<file path="src/sv/prtp_pkg.sv">
// ----------------------------------------------------------------------------
// prtp_pkg
// Shared constants for the port range to ternary prefix expansion block.
// ----------------------------------------------------------------------------
package prtp_pkg;

    localparam int PORT_WIDTH_DEF = 16;
    localparam int INDEX_W        = 5;
    localparam int QDEPTH         = 2;

endpackage

</file>
<file path="src/sv/prtp_ifs.sv">
// ----------------------------------------------------------------------------
// prtp_ifs
// Valid/ready channels for range items in and prefix entries out.
// ----------------------------------------------------------------------------
interface prtp_in_if #(
    parameter int PORT_WIDTH = prtp_pkg::PORT_WIDTH_DEF
);
    logic                  valid;
    logic                  ready;
    logic [PORT_WIDTH-1:0] range_low;
    logic [PORT_WIDTH-1:0] range_high;

    modport source (output valid, range_low, range_high, input ready);
    modport sink   (input valid, range_low, range_high, output ready);
endinterface

interface prtp_out_if #(
    parameter int PORT_WIDTH = prtp_pkg::PORT_WIDTH_DEF
);
    logic                        valid;
    logic                        ready;
    logic [PORT_WIDTH-1:0]       entry_value;
    logic [PORT_WIDTH-1:0]       entry_mask;
    logic [prtp_pkg::INDEX_W-1:0] entry_index;
    logic                        last_entry;
    logic                        range_empty;

    modport source (output valid, entry_value, entry_mask, entry_index, last_entry,
                    range_empty, input ready);
    modport sink   (input valid, entry_value, entry_mask, entry_index, last_entry,
                    range_empty, output ready);
endinterface

</file>
<file path="src/sv/port_range_to_tcam_prefixes.sv">
// ----------------------------------------------------------------------------
// port_range_to_tcam_prefixes
// Expands one inclusive port range into the value/mask prefixes covering it.
// ----------------------------------------------------------------------------
// Each range item yields its prefixes in order, one entry per cycle while
// the consumer keeps up, with mask bits of 1 meaning compared bits, an index
// from 0 and a last flag; a reversed range yields a single entry flagged
// empty. For each range the expansion sequencer pops the queue, walks the
// downward run one entry at a time until it ends at zero or on a prefix
// below the low bound, turns to the upward run, walks it, and flushes the
// held-back final entry. It takes no new range until that flush is done.
// The classifier and a two-deep queue take following ranges while the
// sequencer works, and the output register lets the sequencer run one
// entry ahead of a stalled consumer.
// ----------------------------------------------------------------------------
module port_range_to_tcam_prefixes #(
    parameter int PORT_WIDTH = prtp_pkg::PORT_WIDTH_DEF
) (
    input  logic        i_clk,
    input  logic        i_rst_n,
    prtp_in_if.sink     i_in,
    prtp_out_if.source  o_out
);
    localparam int JOB_W = 5 * PORT_WIDTH + 2;

    logic             f_valid;
    logic             f_ready;
    logic [JOB_W-1:0] f_job;
    logic             q_valid;
    logic             q_ready;
    logic [JOB_W-1:0] q_job;

    prtp_front #(
        .PORT_WIDTH(PORT_WIDTH)
    ) u_front (
        .i_clk       (i_clk),
        .i_rst_n     (i_rst_n),
        .i_in        (i_in),
        .o_job_valid (f_valid),
        .i_job_ready (f_ready),
        .o_job       (f_job)
    );

    prtp_fifo #(
        .DATA_W(JOB_W)
    ) u_fifo (
        .i_clk      (i_clk),
        .i_rst_n    (i_rst_n),
        .i_wr_valid (f_valid),
        .o_wr_ready (f_ready),
        .i_wr_data  (f_job),
        .o_rd_valid (q_valid),
        .i_rd_ready (q_ready),
        .o_rd_data  (q_job)
    );

    prtp_back #(
        .PORT_WIDTH(PORT_WIDTH)
    ) u_back (
        .i_clk       (i_clk),
        .i_rst_n     (i_rst_n),
        .i_job_valid (q_valid),
        .o_job_ready (q_ready),
        .i_job       (q_job),
        .o_out       (o_out)
    );

endmodule

</file>
<file path="src/sv/prtp_front.sv">
// ----------------------------------------------------------------------------
// prtp_front
// Accepts a range item, classifies it and prepares the start of the
// downward run: high bound with trailing ones dropped, its mask and the
// first open bit, plus the lowest set bit of the low bound.
// ----------------------------------------------------------------------------
module prtp_front #(
    parameter int PORT_WIDTH = prtp_pkg::PORT_WIDTH_DEF
) (
    input  logic                      i_clk,
    input  logic                      i_rst_n,
    prtp_in_if.sink                   i_in,
    output logic                      o_job_valid,
    input  logic                      i_job_ready,
    output logic [5*PORT_WIDTH+1:0]   o_job
);
    localparam int W   = PORT_WIDTH;
    localparam int WP1 = PORT_WIDTH + 1;

    typedef struct packed {
        logic         empty;
        logic [W-1:0] lo;
        logic [W-1:0] port;
        logic [W-1:0] mask;
        logic [W-1:0] lz;
        logic [W:0]   hbit;
    } t_job;

    t_job         n_job;
    t_job         r_job;
    logic         r_valid;
    logic [W-1:0] hi_inc;
    logic [W-1:0] trail_ones;

    always_comb begin
        hi_inc       = i_in.range_high + W'(1);
        trail_ones   = i_in.range_high & ~hi_inc;
        n_job.empty  = i_in.range_low > i_in.range_high;
        n_job.lo     = i_in.range_low;
        n_job.port   = i_in.range_high & hi_inc;
        n_job.mask   = ~trail_ones;
        n_job.hbit   = {1'b0, trail_ones} + WP1'(1);
        n_job.lz     = i_in.range_low & (~i_in.range_low + W'(1));
    end

    assign i_in.ready  = !r_valid || i_job_ready;
    assign o_job_valid = r_valid;
    assign o_job       = r_job;

    always_ff @(posedge i_clk) begin
        if (!i_rst_n) begin
            r_valid <= 1'b0;
        end else if (i_in.valid && i_in.ready) begin
            r_valid <= 1'b1;
        end else if (i_job_ready) begin
            r_valid <= 1'b0;
        end
    end

    always_ff @(posedge i_clk) begin
        if (i_in.valid && i_in.ready) begin
            r_job <= n_job;
        end
    end

endmodule

</file>
<file path="src/sv/prtp_fifo.sv">
// ----------------------------------------------------------------------------
// prtp_fifo
// Short queue between the classifier and the expansion sequencer.
// ----------------------------------------------------------------------------
module prtp_fifo #(
    parameter int DATA_W = 1
) (
    input  logic              i_clk,
    input  logic              i_rst_n,
    input  logic              i_wr_valid,
    output logic              o_wr_ready,
    input  logic [DATA_W-1:0] i_wr_data,
    output logic              o_rd_valid,
    input  logic              i_rd_ready,
    output logic [DATA_W-1:0] o_rd_data
);
    localparam int DEPTH = prtp_pkg::QDEPTH;
    localparam int PTR_W = $clog2(DEPTH);
    localparam int CNT_W = $clog2(DEPTH + 1);

    logic [DATA_W-1:0] r_mem [DEPTH];
    logic [PTR_W-1:0]  r_wr_ptr;
    logic [PTR_W-1:0]  r_rd_ptr;
    logic [CNT_W-1:0]  r_cnt;
    logic              push;
    logic              pop;

    assign o_wr_ready = r_cnt < CNT_W'(DEPTH);
    assign o_rd_valid = r_cnt != '0;
    assign o_rd_data  = r_mem[r_rd_ptr];
    assign push       = i_wr_valid && o_wr_ready;
    assign pop        = o_rd_valid && i_rd_ready;

    always_ff @(posedge i_clk) begin
        if (!i_rst_n) begin
            r_wr_ptr <= '0;
            r_rd_ptr <= '0;
            r_cnt    <= '0;
        end else begin
            if (push) begin
                r_wr_ptr <= r_wr_ptr + PTR_W'(1);
            end
            if (pop) begin
                r_rd_ptr <= r_rd_ptr + PTR_W'(1);
            end
            if (push && !pop) begin
                r_cnt <= r_cnt + CNT_W'(1);
            end else if (pop && !push) begin
                r_cnt <= r_cnt - CNT_W'(1);
            end
        end
    end

    always_ff @(posedge i_clk) begin
        if (push) begin
            r_mem[r_wr_ptr] <= i_wr_data;
        end
    end

endmodule

</file>
<file path="src/sv/prtp_back.sv">
// ----------------------------------------------------------------------------
// prtp_back
// Expansion sequencer: walks the downward run from the high bound, then the
// upward run from the low bound, one prefix per cycle unless stalled. One
// entry is held back to flag the last, then passed to the output register.
// ----------------------------------------------------------------------------
module prtp_back #(
    parameter int PORT_WIDTH = prtp_pkg::PORT_WIDTH_DEF
) (
    input  logic                    i_clk,
    input  logic                    i_rst_n,
    input  logic                    i_job_valid,
    output logic                    o_job_ready,
    input  logic [5*PORT_WIDTH+1:0] i_job,
    prtp_out_if.source              o_out
);
    localparam int W       = PORT_WIDTH;
    localparam int WP1     = PORT_WIDTH + 1;
    localparam int MAX_ENT = 2 * PORT_WIDTH - 2;
    localparam int CNT_W   = $clog2(2 * PORT_WIDTH - 1);
    localparam int IDX_W   = prtp_pkg::INDEX_W;

    typedef struct packed {
        logic         empty;
        logic [W-1:0] lo;
        logic [W-1:0] port;
        logic [W-1:0] mask;
        logic [W-1:0] lz;
        logic [W:0]   hbit;
    } t_job;

    typedef enum logic [2:0] {
        S_IDLE,
        S_DOWN,
        S_UP_INIT,
        S_UP,
        S_FLUSH
    } t_state;

    t_job             job;
    t_state           r_state, n_state;
    logic [W-1:0]     r_lo, n_lo;
    logic [W-1:0]     r_lz, n_lz;
    logic [W-1:0]     r_port, n_port;
    logic [W-1:0]     r_mask, n_mask;
    logic [W:0]       r_hbit, n_hbit;
    logic [W:0]       r_lbit, n_lbit;
    logic [CNT_W-1:0] r_count, n_count;
    logic             r_pv, n_pv;
    logic             r_pempty, n_pempty;
    logic [W-1:0]     r_pval, n_pval;
    logic [W-1:0]     r_pmask, n_pmask;
    logic [CNT_W-1:0] r_pidx, n_pidx;
    logic             r_ov, n_ov;
    logic [W-1:0]     r_oval, n_oval;
    logic [W-1:0]     r_omask, n_omask;
    logic [IDX_W-1:0] r_oidx, n_oidx;
    logic             r_olast, n_olast;
    logic             r_oempty, n_oempty;

    logic             out_free;
    logic             room;
    logic             down_hit;
    logic [W-1:0]     d_low;
    logic [W:0]       u_sum;
    logic [W:0]       u_low;
    logic             u_done;
    logic             lz_ok;
    logic             want_emit;
    logic             stall;

    assign job      = t_job'(i_job);
    assign out_free = !r_ov || o_out.ready;
    assign room     = r_count < CNT_W'(MAX_ENT);
    assign down_hit = r_port >= r_lo;
    assign d_low    = r_port & (~r_port + W'(1));
    assign u_sum    = {1'b0, r_port} + r_lbit;
    assign u_low    = u_sum & (~u_sum + WP1'(1));
    assign u_done   = u_low >= r_hbit;
    assign lz_ok    = (r_lz != '0) && ({1'b0, r_lz} < r_hbit);

    assign o_job_ready = r_state == S_IDLE;

    always_comb begin
        want_emit = 1'b0;
        case (r_state)
            S_DOWN:  want_emit = down_hit && room;
            S_UP:    want_emit = room;
            default: want_emit = 1'b0;
        endcase
        stall = want_emit && r_pv && !out_free;
    end

    always_comb begin
        n_state  = r_state;
        n_lo     = r_lo;
        n_lz     = r_lz;
        n_port   = r_port;
        n_mask   = r_mask;
        n_hbit   = r_hbit;
        n_lbit   = r_lbit;
        n_count  = r_count;
        n_pv     = r_pv;
        n_pempty = r_pempty;
        n_pval   = r_pval;
        n_pmask  = r_pmask;
        n_pidx   = r_pidx;
        n_ov     = r_ov && !o_out.ready;
        n_oval   = r_oval;
        n_omask  = r_omask;
        n_oidx   = r_oidx;
        n_olast  = r_olast;
        n_oempty = r_oempty;

        if (want_emit && !stall) begin
            if (r_pv) begin
                n_ov     = 1'b1;
                n_oval   = r_pval;
                n_omask  = r_pmask;
                n_oidx   = IDX_W'(r_pidx);
                n_olast  = 1'b0;
                n_oempty = r_pempty;
            end
            n_pv    = 1'b1;
            n_pval  = r_port;
            n_pmask = r_mask;
            n_pidx  = r_count;
            n_count = r_count + CNT_W'(1);
        end

        case (r_state)
            S_IDLE: begin
                if (i_job_valid) begin
                    n_lo    = job.lo;
                    n_lz    = job.lz;
                    n_port  = job.port;
                    n_mask  = job.mask;
                    n_hbit  = job.hbit;
                    n_count = '0;
                    if (job.empty) begin
                        n_pv     = 1'b1;
                        n_pempty = 1'b1;
                        n_pval   = '0;
                        n_pmask  = '0;
                        n_pidx   = '0;
                        n_state  = S_FLUSH;
                    end else begin
                        n_pempty = 1'b0;
                        n_state  = S_DOWN;
                    end
                end
            end
            S_DOWN: begin
                if (!stall) begin
                    if (!down_hit) begin
                        n_state = S_UP_INIT;
                    end else if (r_port == '0) begin
                        n_hbit  = {1'b1, {W{1'b0}}};
                        n_state = S_UP_INIT;
                    end else begin
                        n_mask = ~(d_low - W'(1));
                        n_hbit = {1'b0, d_low};
                        n_port = r_port & ~d_low;
                    end
                end
            end
            S_UP_INIT: begin
                if (lz_ok) begin
                    n_port  = r_lo;
                    n_mask  = ~(r_lz - W'(1));
                    n_lbit  = {1'b0, r_lz};
                    n_state = S_UP;
                end else begin
                    n_state = S_FLUSH;
                end
            end
            S_UP: begin
                if (!stall) begin
                    if (u_done) begin
                        n_state = S_FLUSH;
                    end else begin
                        n_port = u_sum[W-1:0];
                        n_mask = ~(u_low[W-1:0] - W'(1));
                        n_lbit = u_low;
                    end
                end
            end
            S_FLUSH: begin
                if (!r_pv) begin
                    n_state = S_IDLE;
                end else if (out_free) begin
                    n_ov     = 1'b1;
                    n_oval   = r_pval;
                    n_omask  = r_pmask;
                    n_oidx   = IDX_W'(r_pidx);
                    n_olast  = 1'b1;
                    n_oempty = r_pempty;
                    n_pv     = 1'b0;
                    n_state  = S_IDLE;
                end
            end
            default: begin
                n_state = S_IDLE;
            end
        endcase
    end

    always_ff @(posedge i_clk) begin
        if (!i_rst_n) begin
            r_state <= S_IDLE;
            r_pv    <= 1'b0;
            r_ov    <= 1'b0;
            r_count <= '0;
        end else begin
            r_state <= n_state;
            r_pv    <= n_pv;
            r_ov    <= n_ov;
            r_count <= n_count;
        end
        r_lo     <= n_lo;
        r_lz     <= n_lz;
        r_port   <= n_port;
        r_mask   <= n_mask;
        r_hbit   <= n_hbit;
        r_lbit   <= n_lbit;
        r_pempty <= n_pempty;
        r_pval   <= n_pval;
        r_pmask  <= n_pmask;
        r_pidx   <= n_pidx;
        r_oval   <= n_oval;
        r_omask  <= n_omask;
        r_oidx   <= n_oidx;
        r_olast  <= n_olast;
        r_oempty <= n_oempty;
    end

    assign o_out.valid       = r_ov;
    assign o_out.entry_value = r_oval;
    assign o_out.entry_mask  = r_omask;
    assign o_out.entry_index = r_oidx;
    assign o_out.last_entry  = r_olast;
    assign o_out.range_empty = r_oempty;

endmodule

</file>
<file path="src/flat_wrapper.sv">
// flat-port wrapper written by rule: the top's interface ports become plain ports
module port_range_to_tcam_prefixes_flat 
#(
    parameter int PORT_WIDTH = prtp_pkg::PORT_WIDTH_DEF
)
  (i_clk, i_rst_n, i_in_valid, i_in_range_low, i_in_range_high, i_in_ready, o_out_valid, o_out_entry_value, o_out_entry_mask, o_out_entry_index, o_out_last_entry, o_out_range_empty, o_out_ready);
  prtp_in_if #(.PORT_WIDTH(PORT_WIDTH)) i_in_i ();
  prtp_out_if #(.PORT_WIDTH(PORT_WIDTH)) o_out_i ();
  input  logic i_clk;
  input  logic i_rst_n;
  input wire logic [$bits(i_in_i.valid)-1:0] i_in_valid;
  input wire logic [$bits(i_in_i.range_low)-1:0] i_in_range_low;
  input wire logic [$bits(i_in_i.range_high)-1:0] i_in_range_high;
  output wire logic [$bits(i_in_i.ready)-1:0] i_in_ready;
  output wire logic [$bits(o_out_i.valid)-1:0] o_out_valid;
  output wire logic [$bits(o_out_i.entry_value)-1:0] o_out_entry_value;
  output wire logic [$bits(o_out_i.entry_mask)-1:0] o_out_entry_mask;
  output wire logic [$bits(o_out_i.entry_index)-1:0] o_out_entry_index;
  output wire logic [$bits(o_out_i.last_entry)-1:0] o_out_last_entry;
  output wire logic [$bits(o_out_i.range_empty)-1:0] o_out_range_empty;
  input wire logic [$bits(o_out_i.ready)-1:0] o_out_ready;
  assign i_in_i.valid = i_in_valid;
  assign i_in_i.range_low = i_in_range_low;
  assign i_in_i.range_high = i_in_range_high;
  assign i_in_ready = i_in_i.ready;
  assign o_out_valid = o_out_i.valid;
  assign o_out_entry_value = o_out_i.entry_value;
  assign o_out_entry_mask = o_out_i.entry_mask;
  assign o_out_entry_index = o_out_i.entry_index;
  assign o_out_last_entry = o_out_i.last_entry;
  assign o_out_range_empty = o_out_i.range_empty;
  assign o_out_i.ready = o_out_ready;
  port_range_to_tcam_prefixes #(.PORT_WIDTH(PORT_WIDTH)) u_core (.i_clk(i_clk), .i_rst_n(i_rst_n), .i_in(i_in_i), .o_out(o_out_i));
endmodule
</file>
<file path="config.mk">
export PLATFORM = sky130hd
export DESIGN_NAME = port_range_to_tcam_prefixes_flat
export DESIGN_NICKNAME = d
export VERILOG_FILES = /design/src/sv/prtp_pkg.sv /design/src/sv/prtp_ifs.sv /design/src/sv/port_range_to_tcam_prefixes.sv /design/src/sv/prtp_front.sv /design/src/sv/prtp_fifo.sv /design/src/sv/prtp_back.sv /design/src/flat_wrapper.sv
export SDC_FILE = /design/constraint.sdc
export NUM_CORES = 1
export LEC_CHECK = 0
export ABC_AREA = 1
export BUFFER_PORTS_ARGS = -buffer_cell sky130_fd_sc_hd__buf_2
export CAP_MARGIN = 0
export CORE_AREA = 2 2 189 191
export DETAILED_ROUTE_END_ITERATION = 8
export DIE_AREA = 0 0 191 193
export PLACE_DENSITY = 0.75
export RECOVER_POWER = 25
export SLEW_MARGIN = 30
export SYNTH_ARGS = -nofsm -noshare
export SYNTH_HDL_FRONTEND = slang
export SYNTH_SLANG_ARGS = --single-unit
</file>
<file path="constraint.sdc">
create_clock -name i_clk -period 6.06 [get_ports i_clk]
set_clock_uncertainty 0.15 [all_clocks]
set_input_delay 1.515 -clock i_clk [delete_from_list [all_inputs] [get_ports i_clk]]
set_output_delay 1.515 -clock i_clk [all_outputs]
set_load 0.01 [all_outputs]
</file>
== After elaboration in Yosys (flattened, before gate mapping) ==
Memory sizes are Yosys's and may differ from the RTL's. A register that Yosys moved wholly into a read port is not among the register bits.
Cells that the tools add are included.

* Register bits: 272
* Bits in writable memories: 164
* Output and inout bits: 41
* Memories kept: 1

* $add $sub $neg: 14
* Magnitude comparators: 6
* Equal/unequal tests: 14
* Mux-type cells: 97
* Bitwise gates (word level): 15
* Reduce and logical (&&, ||, !) cells: 34

{| class="wikitable"
|+ Memory list
! name !! words !! bits a word !! read ports !! clocked after memory_dff !! write ports !! RTL line !! RTL
|-
| u_core.u_fifo.r_mem || 2 || 82 || 1 || 1 || 1 || prtp_fifo.sv:21 || <nowiki>logic [DATA_W-1:0] r_mem [DEPTH];</nowiki>
|}

{| class="wikitable"
|+ Operators by type and width
! kind !! number
|-
| $mux 16 || 32
|-
| $not 16->16 || 8
|-
| $pmux 16 s4 || 2
|-
| $mux 17 || 7
|-
| $and 16x16->16 || 5
|-
| $pmux 17 s2 || 2
|-
| $mux 5 || 12
|-
| $add 16x1->16 const B || 3
|-
| $sub 16x1->16 const B || 3
|-
| $mux 3 || 10
|-
| $mux 1 || 27
|-
| $add 16x1->17 const B || 1
|-
| $add 16x17->17 || 1
|-
| $add 17x1->17 const B || 1
|-
| $and 17x17->17 || 1
|-
| $ge 17x17->1 || 1
|-
| $lt 16x17->1 || 1
|-
| $not 17->17 || 1
|-
| $ge 16x16->1 || 1
|-
| $gt 16x16->1 || 1
|-
| $logic_not 16->1 || 1
|-
| $ne 2x2->1 const B || 8
|-
| $reduce_bool 16->1 || 1
|-
| $pmux 3 s5 || 1
|-
| other kinds (22) || 49
|}

== Depth between registers and ports, before layout ==
* Word-level depth: 11
* Mapped depth: 30
* Gate-level depth less buffers: 29

== Cells and area by module ==
From an unflattened synthesis, not the netlist that was laid out.

* Cell total of the unflattened synthesis: 1775
* Area total of the unflattened synthesis: 19986.7 um2

{| class="wikitable"
|+ By module, submodules not included
! module !! times used !! cells each !! area an instance (um2) !! seq. area each (um2)
|-
| prtp_back || 1 || 1204 || 9950.8 || 4694.5
|-
| prtp_fifo || 1 || 290 || 6553.8 || 5024.8
|-
| prtp_front || 1 || 281 || 3482.1 || 2392.3
|}

== Worst setup path after synthesis ==
No wires, ideal clock.

* Path kind: reg-to-reg
* Start point: register u_core.u_back.r_port[0]
* End point: register u_core.u_back.r_mask[0], enable pin
* Library setup time: 0.470 ns
* Arrival: 5.810 ns
* Slack: -0.370 ns
* Stages on the path, launching flop included: 26
* Buffers on the path: 0
* Period minus slack after synthesis: 6.430 ns
* Cells stage by stage: edfxtp_1 > ha_1 > inv_1 > fa_1 > nand2_1 > nor2_1 > nand3_2 > nor2_2 > nand3_2 > nor2_2 > inv_2 > nor2_2 > nand4_1 > nor2_1 > nand2_1 > nor3_1 > ha_1 > nand2_1 > nor2_1 > nand4_1 > nor4_1 > nand4_1 > nor2_1 > nor2_1 > nand2_1 > a211oi_1

* Longest elaborated chain between the ends: 7

{| class="wikitable"
|+ Ends and longest elaborated chain
! item !! RTL line !! RTL
|-
| start: declaration || prtp_back.sv:44 || <nowiki>logic [W-1:0] r_port, n_port;</nowiki>
|-
| start signal: assignment || prtp_back.sv:222 || <nowiki>r_port <= n_port;</nowiki>
|-
| $add 16x17->17 * || prtp_back.sv:77 || <nowiki>assign u_sum = {1'b0, r_port} + r_lbit;</nowiki>
|-
| $not 17->17 || prtp_back.sv:78 || <nowiki>assign u_low = u_sum & (~u_sum + WP1'(1));</nowiki>
|-
| $add 17x1->17 || prtp_back.sv:78 ||
|-
| $and 17x17->17 * || prtp_back.sv:78 ||
|-
| via u_core.u_back.u_low[16] || prtp_back.sv:66 || <nowiki>logic [W:0] u_low;</nowiki>
|-
| $ge 17x17->1 * || prtp_back.sv:79 || <nowiki>assign u_done = u_low >= r_hbit;</nowiki>
|-
| $ne 2x2->1 (no line) * || -- ||
|-
| $reduce_and 8->1 (no line) * || -- ||
|-
| end signal: assignment || prtp_back.sv:223 || <nowiki>r_mask <= n_mask;</nowiki>
|-
| end: declaration || prtp_back.sv:45 || <nowiki>logic [W-1:0] r_mask, n_mask;</nowiki>
|}

Mark *: on every way through the listed nets, which the timed path passes. The rest lies on a longest branch.
A chain may end at the register's enable or synchronous reset.

== Worst setup path in the final report ==
* Start point: register u_core.u_back.r_port[0]
* End point: register u_core.u_back.r_lbit[8], enable pin

* Longest elaborated chain between the ends: 7

{| class="wikitable"
|+ Ends and longest elaborated chain
! item !! RTL line !! RTL
|-
| $add 16x17->17 * || prtp_back.sv:77 ||
|-
| $not 17->17 || prtp_back.sv:78 ||
|-
| $add 17x1->17 || prtp_back.sv:78 ||
|-
| $and 17x17->17 * || prtp_back.sv:78 ||
|-
| via u_core.u_back.u_low[16] || prtp_back.sv:66 ||
|-
| $ge 17x17->1 * || prtp_back.sv:79 ||
|-
| $ne 2x2->1 (no line) * || -- ||
|-
| $reduce_and 4->1 (no line) * || -- ||
|-
| end signal: assignment || prtp_back.sv:225 || <nowiki>r_lbit <= n_lbit;</nowiki>
|-
| end: declaration || prtp_back.sv:47 || <nowiki>logic [W:0] r_lbit, n_lbit;</nowiki>
|}

Marked as above.

==> qor.yml <==
clock_network:
  cts_buffer_depth: 3
  hold_buffers: 0
  numCtsBuffers: 42
  cts_sinks: 427
  path_clk_slew_ps: 60
  cts_resized: 0
  clock-root-buffer: "clkbuf_16"
  cts_setup_buffers: 0
  htreeDepth: 2
  clock_latency_ps: 550
  cts_tree: "done"
route:
  ant_nets: 0
  routedWlPerCell_microns: 17.5
  drt_iter0_markers: 900
  drt_wl_total_microns: 42500
  dr.pass1.iters: 5
  drc: 0
  via_per_inst: 5.35
  vias: 13000
setup_path:
  path_max_fanout: 17
  crit_path_end_kind: "flop"
  r2r_cells: 26
  crit_type: "reg2reg"
  arrival_ps: 5320
  critPathLaunchType: "flop"
  critPathRequiredTime_ps: 6140
place:
  post-dp-hpwl_microns: 30600
  routabilityCongestion: 0.945
  port_buffers: 76
worst_hold_path:
  hold_class: "reg2reg"
  hold_path_depth: 0
synth:
  muxShareOfSynthArea: 0.0103
  synth.most_common_cell: "nand2_1"
  syn-num-nets: 1971
  synth_cell_types: 49
  synth_xor_area_frac: 0.00322
  syn_inst: 1853
  async_reset_ff_frac: 0
  synth_area_leaders: "edfxtp_1 (53%), dfxtp_1 (9.7%), nand2_1 (9.0%), ha_1 (5.3%), inv_1 (4.4%)"
  yosys_warnings: 0
  synth-simple-area-share: 0.165
  synth_compound_area_frac: 0.0852
  seq_area_frac_synth: 0.626
  synth_edf_count: 335
  syn_avg_cell_area_sq_um: 10.3
  synth_top_cell_area_share: 0.529
  synth_top_cell_by_area: "edfxtp_1"
  synthAdderAreaFrac: 0.0543
  synth_ff_type: "edfxtp_1"
  synth_common_cells: "nand2_1 (454), edfxtp_1 (335), inv_1 (223), nor2_1 (167), a21oi_1 (125)"
  synthesis.area_sq_um: 19000
  synth_top_family_by_area: "simple AND/OR/NAND/NOR gates"
  ys_ff_latch: 427
power:
  power.share.clock: 0.231
  internal_power_uw: 6900
  ir_worst_vdd_uv: 265
  p_leak_uw: 0.00881
  power_density_nw_per_um2: 523
  power_frac_seq: 0.408
  netSwitchingPower_uw: 4260
  p_sw_frac: 0.382
  p_comb_frac: 0.362
cells_and_area:
  fin_nets: 2059
  area.sequential_sq_um: 11900
  antennaDiodeCount: 0
  multi_input_area_sq_um: 6110
  area_delta_synth_final_pct: 12.2
  final_layout_size_suffix_gt1_frac: 0.100
  fin_util: 0.611
  fillers: 2894
sta:
  tns_ps: 0
  hold_viol_final: 0
  post-route-period-util: 0.864
  worstMarginPinSlew_ps: 3550
  rsz0062_at_grt: "no"
  drv_slew: 77
  min_period_ps: 5240
  fmax_ghz: 0.191
  worst_slew_margin_rel: -1.37
  final-setup-viol-count: 0
floorplanning:
  die_width_microns: 191
  core.rowCount: 69
  die_h_microns: 193
  start_util: 0.544
  ios: 77
  coreArea_sq_um: 35000
  die-area_sq_um: 36900
run_status:
  status: "finished, violations left"
  violations: "max-capacitance violations, max-slew violations"
global_route:
  grt_pass1_wl_microns: 66800
  grt_max_degree: 80
  antenna_found_initial: 1
  grt_use_total: 0.237
  grt_pass1_vias: 12500
  grt-ovfl-total: 0
flow_run:
  max_cap_violations: 1
==> power by group through the flow <==
stage	logic [uW]	registers [uW]	clock network [uW]
CTS	3990	4540	2630
global route	4550	4620	2740
global placement	3900	4570	0
finish	4030	4550	2580
detailed placement	3960	4600	0
floorplan	2660	4530	0
==> through the flow <==
| step | cells | instance area [sq um] | power (uW) | hold slack (ps) | setup slack, ps |
|---|---|---|---|---|---|
| finish | 2435 | 21300 | 11200 | 292 | 825 |
| global route | 2435 | 21300 | 11900 | 302 | 371 |
| CTS | 2434 | 21400 | 11200 | 291 | 854 |
| detailed placement | 2357 | 20000 | 8560 | 279 | 886 |
| global placement | 2357 | 20000 | 8460 | 272 | 1150 |
| floorplan | 1853 | 19000 | 7190 | 271 | 668 |
==> worst paths after layout <==
kind,start,end,slack [ps]
setup / recovery,u_core.u_back.r_port[0]$_SDFFCE_PP0P_,u_core.u_back.r_lbit[8]$_DFFE_PP_,820
hold / removal,u_core.u_front.o_job[15]$_DFFE_PP_,u_core.u_fifo.r_mem[1][15]$_DFFE_PP_,290
hold reg to reg,u_core.u_front.o_job[15]$_DFFE_PP_,u_core.u_fifo.r_mem[1][15]$_DFFE_PP_,290
setup reg to reg,u_core.u_back.r_port[0]$_SDFFCE_PP0P_,u_core.u_back.r_lbit[8]$_DFFE_PP_,820
==> logic make-up after synthesis <==
family	count (synthesis)
and+or+nand+nor	754
DFF	427
buffers and inverters	285
AOI/OAI and AO/OA	280
adders and majority gates	82
muxes	18
xor gates and xnor gates	7
==> flip-flops by register name (all words and copies together) (netlist names), 2 cells and up, named ones only <==
register and cells:
u_core.u_fifo.r_cnt 2, u_core.u_back.r_state 3, u_core.u_back.r_pidx 5, u_core.u_back.r_lo 16, u_core.u_back.r_pmask 16, u_core.u_back.r_mask 16
u_core.u_back.o_out.entry_value 16, u_core.u_back.o_out.entry_mask 16, u_core.u_front.o_job 79, u_core.u_back.r_lz 15, u_core.u_back.r_port 16, u_core.u_back.r_hbit 17
u_core.u_fifo.r_mem 158, u_core.u_back.o_out.entry_index 5, u_core.u_back.r_pval 16, u_core.u_back.r_count 5, u_core.u_back.r_lbit 17
==> cells in the final DEF (no fill, tap or decap), types with 4 or more instances in the layout <==
| master | count |
|---|---|
| a211oi_1 | 8 |
| a21oi_1 | 124 |
| a221oi_1 | 5 |
| a31oi_1 | 11 |
| a32oi_1 | 4 |
| buf_2 | 58 |
| buf_4 | 18 |
| bufinv_16 | 4 |
| clkbuf_1 | 29 |
| clkbuf_16 | 43 |
| clkinv_1 | 5 |
| clkinv_2 | 5 |
| dfxtp_1 | 92 |
| edfxtp_1 | 335 |
| ha_1 | 81 |
| inv_1 | 221 |
| inv_2 | 10 |
| inv_4 | 5 |
| mux2_2 | 13 |
| mux2i_1 | 5 |
| nand2_1 | 454 |
| nand3_1 | 56 |
| nand3b_1 | 4 |
| nand4_1 | 19 |
| nor2_1 | 163 |
| nor2_2 | 11 |
| nor2_4 | 11 |
| nor3_1 | 18 |
| nor4_1 | 7 |
| o2111ai_1 | 13 |
| o211ai_1 | 6 |
| o21a_1 | 4 |
| o21ai_0 | 74 |
| o22ai_1 | 6 |
| o31ai_1 | 6 |
| xor2_1 | 6 |
==> per-layer routing <==
metal / part of all wire / vias up / global-route usage
met5: 0.00063 / - / 0
met2: 0.46 / 378 / 0.378
met1: 0.46 / 6109 / 0.335
met4: 0.023 / 2 / 0.0656
li1: - / 6481 / -
met3: 0.060 / 63 / 0.0427
==> final cells by class <==
| class | instances | area share |
|---|---|---|
| Clock buffer | 53 | 0.0522 |
| Clock inverter | 24 | 0.0120 |
| Inverter | 232 | 0.0408 |
| Multi-Input combinational cell | 1141 | 0.286 |
| Sequential cell | 427 | 0.558 |
| Tap cell | 461 | 0.0270 |
| Timing Repair Buffer | 97 | 0.0245 |
==> worst max-delay path, cell delays in order, from the launching register on <==
cell      delay [ps]
edfxtp_1         420
ha_1             240
inv_1             70
fa_1             540
nand2_1          110
nor2_1           240
nand3_2          180
nor2_2           200
nand3_2          120
nor2_2           210
inv_2             90
nor2_2           140
nand4_1          210
nor2_1           140
nand2_1          140
nor3_1           240
ha_1             280
nand2_1           80
nor2_1            60
nand4_1           60
nor4_1            50
nand4_1          100
nor2_1            60
nor2_1           120
nand3_1          210
o22ai_1          190
buf_4            280
(Power assumes the default switching activity.)
